### src/rtl/slfp_pkg.sv
// shared types and constants of the sync/length/xor frame parser
// no dependencies; used by slfp_core, the top level, the checker and the bench

package slfp_pkg;

	// parser phase, one-hot
	typedef enum logic [4:0] {
		PH_HUNT    = 5'b00001,
		PH_ID      = 5'b00010,
		PH_LEN     = 5'b00100,
		PH_PAYLOAD = 5'b01000,
		PH_CHECK   = 5'b10000
	} phase_t;

	// frame status codes
	localparam logic [1:0] ST_SPEED_OK    = 2'd0;
	localparam logic [1:0] ST_OTHER_OK    = 2'd1;
	localparam logic [1:0] ST_BAD_CHECK   = 2'd2;
	localparam logic [1:0] ST_SPEED_SHORT = 2'd3;

	// configuration register indexes
	localparam logic [7:0] REG_SYNC_VALUE     = 8'd0;
	localparam logic [7:0] REG_SPEED_FRAME_ID = 8'd1;

	// reset values of the configuration registers
	localparam logic [7:0] SYNC_VALUE_RST     = 8'hAA;
	localparam logic [7:0] SPEED_FRAME_ID_RST = 8'h01;

	// one completed frame as seen by the output register
	typedef struct packed {
		logic        done;
		logic [7:0]  id;
		logic [1:0]  status;
		logic [15:0] speed;
	} frame_res_t;

endpackage

### src/rtl/sync_length_xor_frame_parser.sv
// top level of the sync/length/xor frame parser: config registers and result register
// depends on slfp_pkg and slfp_core
//
// usage
//   in channel  : in_valid/in_ready with rx_byte, one received stream byte per word
//   out channel : out_valid/out_ready with frame_id, frame_status, speed_value,
//                 one word per completed frame (sync, id, length, payload, check)
//   cfg channel : cfg_valid/cfg_ready with cfg_index and cfg_data; index 0 is the
//                 sync byte value, index 1 the speed frame id, other indexes are dropped;
//                 cfg_ready is always high, write only while the parser is idle
//   throughput  : one byte per cycle unless stalled, set by one parser update per byte
//   result      : the result word shows on out_valid in the cycle after its check byte
//                 is accepted
//   stall       : a pending result holds in the output register; in_ready stays high
//                 while that register is empty or being drained this cycle, so a held
//                 result stops input for as long as out_ready is low
//   reset       : arst_n low puts the parser in sync hunt, clears the output register
//                 and restores sync value 0xAA and speed frame id 0x01

module sync_length_xor_frame_parser (
	input  logic        clk,
	input  logic        arst_n,
	// byte stream in
	input  logic        in_valid,
	output logic        in_ready,
	input  logic [7:0]  rx_byte,
	// frame results out
	output logic        out_valid,
	input  logic        out_ready,
	output logic [7:0]  frame_id,
	output logic [1:0]  frame_status,
	output logic [15:0] speed_value,
	// register writes
	input  logic        cfg_valid,
	output logic        cfg_ready,
	input  logic [7:0]  cfg_index,
	input  logic [7:0]  cfg_data
);

	logic [7:0] sync_value_q;
	logic [7:0] speed_frame_id_q;
	logic       out_valid_q;
	logic       in_fire;
	slfp_pkg::frame_res_t res;

	// config writes never stall
	assign cfg_ready = 1'b1;

	always_ff @(posedge clk or negedge arst_n) begin
		if (!arst_n) begin
			sync_value_q     <= slfp_pkg::SYNC_VALUE_RST;
			speed_frame_id_q <= slfp_pkg::SPEED_FRAME_ID_RST;
		end else if (cfg_valid) begin
			if (cfg_index == slfp_pkg::REG_SYNC_VALUE) begin
				sync_value_q <= cfg_data;
			end else if (cfg_index == slfp_pkg::REG_SPEED_FRAME_ID) begin
				speed_frame_id_q <= cfg_data;
			end
		end
	end

	// a byte may enter whenever the result register has room after this edge
	assign in_ready = !out_valid_q || out_ready;
	assign in_fire  = in_valid && in_ready;

	slfp_core u_core (
		.clk            (clk),
		.arst_n         (arst_n),
		.byte_fire      (in_fire),
		.rx_byte        (rx_byte),
		.sync_value     (sync_value_q),
		.speed_frame_id (speed_frame_id_q),
		.res            (res)
	);

	// result register control
	always_ff @(posedge clk or negedge arst_n) begin
		if (!arst_n) begin
			out_valid_q <= 1'b0;
		end else if (in_fire) begin
			out_valid_q <= res.done;
		end else if (out_ready) begin
			out_valid_q <= 1'b0;
		end
	end

	// result payload, loaded only when a frame completes
	always_ff @(posedge clk) begin
		if (in_fire && res.done) begin
			frame_id     <= res.id;
			frame_status <= res.status;
			speed_value  <= res.speed;
		end
	end

	assign out_valid = out_valid_q;

endmodule

### src/rtl/slfp_core.sv
// frame parser state machine: one byte in per accepted word
// depends on slfp_pkg

module slfp_core (
	input  logic                clk,
	input  logic                arst_n,
	input  logic                byte_fire,
	input  logic [7:0]          rx_byte,
	input  logic [7:0]          sync_value,
	input  logic [7:0]          speed_frame_id,
	output slfp_pkg::frame_res_t res
);

	slfp_pkg::phase_t phase_q, phase_d;
	logic [7:0] xor_q, xor_d;
	logic [7:0] id_q, id_d;
	logic [7:0] len_q, len_d;
	logic [7:0] cnt_q, cnt_d;
	logic [7:0] spd_hi_q, spd_hi_d;
	logic [7:0] spd_lo_q, spd_lo_d;
	logic [7:0] cnt_inc;

	assign cnt_inc = cnt_q + 8'd1;

	always_comb begin
		phase_d    = phase_q;
		xor_d      = xor_q;
		id_d       = id_q;
		len_d      = len_q;
		cnt_d      = cnt_q;
		spd_hi_d   = spd_hi_q;
		spd_lo_d   = spd_lo_q;
		res.done   = 1'b0;
		res.id     = id_q;
		res.status = slfp_pkg::ST_OTHER_OK;
		res.speed  = 16'd0;
		case (phase_q)
			slfp_pkg::PH_ID: begin
				id_d    = rx_byte;
				xor_d   = xor_q ^ rx_byte;
				phase_d = slfp_pkg::PH_LEN;
			end
			slfp_pkg::PH_LEN: begin
				len_d   = rx_byte;
				cnt_d   = 8'd0;
				xor_d   = xor_q ^ rx_byte;
				phase_d = (rx_byte == 8'd0) ? slfp_pkg::PH_CHECK : slfp_pkg::PH_PAYLOAD;
			end
			slfp_pkg::PH_PAYLOAD: begin
				xor_d = xor_q ^ rx_byte;
				if (cnt_q == 8'd0) begin
					spd_hi_d = rx_byte;
				end else if (cnt_q == 8'd1) begin
					spd_lo_d = rx_byte;
				end
				cnt_d = cnt_inc;
				if (cnt_inc == len_q) begin
					phase_d = slfp_pkg::PH_CHECK;
				end
			end
			slfp_pkg::PH_CHECK: begin
				res.done = 1'b1;
				if (xor_q != rx_byte) begin
					res.status = slfp_pkg::ST_BAD_CHECK;
				end else if (id_q == speed_frame_id) begin
					if (len_q < 8'd2) begin
						res.status = slfp_pkg::ST_SPEED_SHORT;
					end else begin
						res.status = slfp_pkg::ST_SPEED_OK;
						res.speed  = {spd_hi_q, spd_lo_q};
					end
				end
				phase_d = slfp_pkg::PH_HUNT;
			end
			default: begin
				// hunting, and any broken phase code
				phase_d = slfp_pkg::PH_HUNT;
				if (rx_byte == sync_value) begin
					xor_d   = rx_byte;
					phase_d = slfp_pkg::PH_ID;
				end
			end
		endcase
	end

	always_ff @(posedge clk or negedge arst_n) begin
		if (!arst_n) begin
			phase_q  <= slfp_pkg::PH_HUNT;
			xor_q    <= 8'd0;
			id_q     <= 8'd0;
			len_q    <= 8'd0;
			cnt_q    <= 8'd0;
			spd_hi_q <= 8'd0;
			spd_lo_q <= 8'd0;
		end else if (byte_fire) begin
			phase_q  <= phase_d;
			xor_q    <= xor_d;
			id_q     <= id_d;
			len_q    <= len_d;
			cnt_q    <= cnt_d;
			spd_hi_q <= spd_hi_d;
			spd_lo_q <= spd_lo_d;
		end
	end

endmodule

### config.mk
export PLATFORM = sky130hd
export DESIGN_NAME = sync_length_xor_frame_parser
export DESIGN_NICKNAME = d
export VERILOG_FILES = /design/src/rtl/slfp_pkg.sv /design/src/rtl/sync_length_xor_frame_parser.sv /design/src/rtl/slfp_core.sv
export SDC_FILE = /design/constraint.sdc
export NUM_CORES = 1
export LEC_CHECK = 0
export BUFFER_PORTS_ARGS = -buffer_cell sky130_fd_sc_hd__buf_4
export CAP_MARGIN = 20
export CORE_UTILIZATION = 35
export CTS_BUF_LIST = sky130_fd_sc_hd__clkbuf_8
export CTS_CLUSTER_SIZE = 20
export DETAILED_ROUTE_END_ITERATION = 6
export PLACE_DENSITY_LB_ADDON = 0.2
export SLEW_MARGIN = 0
export SYNTH_ARGS = -nofsm -noshare
export SYNTH_HDL_FRONTEND = slang
export SYNTH_SLANG_ARGS = --single-unit
export TNS_END_PERCENT = 100
### constraint.sdc
create_clock -name clk -period 5.3 [get_ports clk]
set_input_delay 0.265 -clock clk [delete_from_list [all_inputs] [get_ports clk]]
set_output_delay 0.265 -clock clk [all_outputs]
set_load 0.03 [all_outputs]
==> flow_summary.ini <==
[outcome]
outcome = finished clean

[detailed_routing]
wirelength_um = 9628
post_drt_wl_per_cell_um = 15.66
route.detailed.drc = 0
drt_iter0_markers = 134
first_pass_iters = 5
ant_nets = 0
vias = 3040
viasPerCell = 4.943

[global_routing]
antenna_found_initial = 0
busiest_layer = met2
grt_max_degree = 71
grt_pass1_wl_um = 15900
grt_pass1_vias = 3086
use_met2_pct = 25.07
overflow = 0
met3_usage_pct = 3.086
grt_usage_pct = 15.95
use_met1_pct = 21.21

[power_and_ir_drop]
vdd_drop_max_v = 0.0001056
p_comb_share_pct = 5.5
p_sw_share_pct = 22.66
p_switching_uw = 301.3
cellLeakagePower_uw = 0.002337
p_int_uw = 1028
clockPowerShare_pct = 36.2
p_per_area_nw_per_um2 = 253.1
seqPwrFrac_pct = 58.4

[finish]
nNetsFinal = 470
fill_cells = 1232
final_cell_mix = dfrtp_1 (64), buf_4 (57), nand2_1 (44)
drive_gt1_share_pct = 25.06
diodes = 0
areaGrowthSynthToFinish_pct = 16.28
layout_commonest_cell = dfrtp_1
postLayoutCellArea_um2 = 5254

[sta]
setup_viol = 0
finalSetupTns_ps = 0
max_freq_ghz = 0.3827
slew_viol_final = 0
fin_crit_sh_pct = 49.30
fin_crit_ps = 2613
rsz0062_at_grt = no
fin_skew_ps = 7.306
max-slew-margin-rel_pct = 39.76
tightest_slew_ps = 903.6
hold_violations = 0

[yosys]
ys_seq_area_share_pct = 56.22
synth_edf_count = 26
synth_area_um2 = 4518
synth_ff_type = dfrtp_1
yosysWarnings = 0
async_flop_share_pct = 72.92
synth.avg_cell_area_um2 = 11.56
synth_seq_cells = 96
synth_fp_nets = 423
synth_cells = 391
ys_types = 52

[clock_tree]
htreeDepth = 3
cts_tree = done
cts_setup_buffers = 0
numCtsBuffers = 9
clk_pin_slew_ps = 90
clock_latency_ps = 360
cts_buffer_depth = 2
cts_root_buf = clkbuf_8
clock-sinks = 96
cts-hold-fix-buffers = 0
cts_resized = 0

[setup_path]
cp_max_fo = 12
startpoint_type = flip-flop
end_kind = flip-flop
rr_endpoint = u_core.spd_lo_q[7]
reg2reg_depth = 6
crit_type = flip-flop to flip-flop
required_ps = 5550
cp.arrival_ps = 2860
timing.rr.start = u_core.phase_q[1]
reg2reg_slack_ps = 2690

[floorplan]
initial_core_util_pct = 35.80
dieArea_um2 = 13370
rows = 41
die_h_um = 115.6
die_x_um = 115.6
core_um2 = 12620
io_pins = 58

[placed_design]
gp_congestion = 0.8172
dp_hpwl_um = 6552
placed_cell_area_um2 = 5056
io_buffers = 56

[worst_hold_path]
hp-class = primary input to async pin

[run]
cap_violations = 0
==> kinds of logic (layout without fill, tap and decap cells) <==
| group | count (synthesis) | in the layout | share of synthesized area, % |
|---|---|---|---|
| AO/OA/AOI/OAI | 57 | 57 | 7.727 |
| XOR/XNOR | 34 | 34 | 6.591 |
| adder cells (fa/ha/maj) | 3 | 3 | 0.8309 |
| buffers and inverters | 29 | 81 | 3.046 |
| flip-flops | 96 | 96 | 56.22 |
| multiplexers | 41 | 41 | 10.19 |
| other | 1 | 1 | 0.08300 |
| AND/OR/NAND/NOR | 130 | 130 | 15.31 |
==> per-stage QoR <==
stage          util (%)  std cells  total power [µW]  worst slack [ps]  hold slack, ps
3_3_place_gp      40.07        599             864.0              2825           456.6
4_1_cts           41.63        615              1347              2687           55.34
5_1_grt           41.63        615              1382              2466           95.53
2_1_floorplan         -        391             825.6              2784          -30.59
6_report          41.63        615              1330              2687           30.83
3_5_place_dp      40.07        599             865.9              2709           461.7
==> power by group through the flow <==
stage	registers [µW]	clock network, µW	logic, µW
final	776	481	72.8
after global routing	777	523	81.4
after CTS	776	496	74.9
after detailed placement	791	0	74.8
after global placement	790	0	73.7
after floorplan	789	0	36.8
==> metal layers <==
metal  vias up  wire (µm)
met5         -          0
met4         0        227
met3        20        445
met2        84       4424
met1      1476       4531
li1       1460          -
==> final cells by class <==
type / instances / area, µm² / share of cell area, %
sequential: 96 / 2540 / 48.34
timing repair buffer: 57 / 427.9 / 8.145
tap: 172 / 215.2 / 4.096
inverter: 8 / 30.03 / 0.5716
multi-input combinational: 266 / 1843 / 35.08
clock inverter: 6 / 60.06 / 1.143
clock buffer: 10 / 137.6 / 2.620
==> worst max-delay path by stage <==
stage,startpoint,end,slack (ps),cells after the start
2_1_floorplan,out_valid,frame_id[0],2780,3
3_3_place_gp,u_core.phase_q[1],u_core.spd_lo_q[2],2830,6
3_5_place_dp,u_core.phase_q[1],u_core.spd_lo_q[7],2710,6
4_1_cts,u_core.phase_q[1],u_core.spd_lo_q[7],2690,6
5_1_grt,u_core.phase_q[1],u_core.xor_q[6],2470,6
6_report,u_core.phase_q[1],u_core.spd_lo_q[7],2690,6
==> state kept, by name, summed over array words and instances (netlist names) <==
name / flops
speed_frame_id_q: 8
u_core.cnt_q: 8
out_valid: 1
u_core.id_q: 8
frame_id: 8
u_core.spd_hi_q: 8
speed_value: 16
u_core.spd_lo_q: 8
u_core.len_q: 8
u_core.xor_q: 8
frame_status: 2
sync_value_q: 8
u_core.phase_q: 5
==> critical path, cell delays in order (launching register included) <==
cell	delay, ps
dfrtp_1	490
nor3_1	190
nand3_1	160
or2_1	410
nor4_1	410
and3b_1	470
mux2_1	360
==> synth_stat cells, drive strengths merged (3+ instances only) <==
cell / n / area share (%)
xnor2: 23 / 4.5
mux2: 40 / 10
nor2: 13 / 1.2
nand2: 45 / 3.8
clkbuf: 12 / 1.0
o31ai: 3 / 0.50
nand2b: 4 / 0.72
xor2: 11 / 2.1
nor3: 4 / 0.44
buf: 9 / 1.4
and3: 4 / 0.55
nor4b: 3 / 0.91
a21oi: 16 / 1.8
dfrtp: 64 / 35
dfstp: 6 / 3.5
and2: 21 / 2.9
or2: 4 / 0.55
inv: 7 / 0.58
nand3: 15 / 1.7
edfxtp: 26 / 17
nand4: 4 / 0.55
ha: 3 / 0.83
o21ai: 21 / 2.3
nor4: 8 / 1.1
Power figures use the tool's default switching activity.
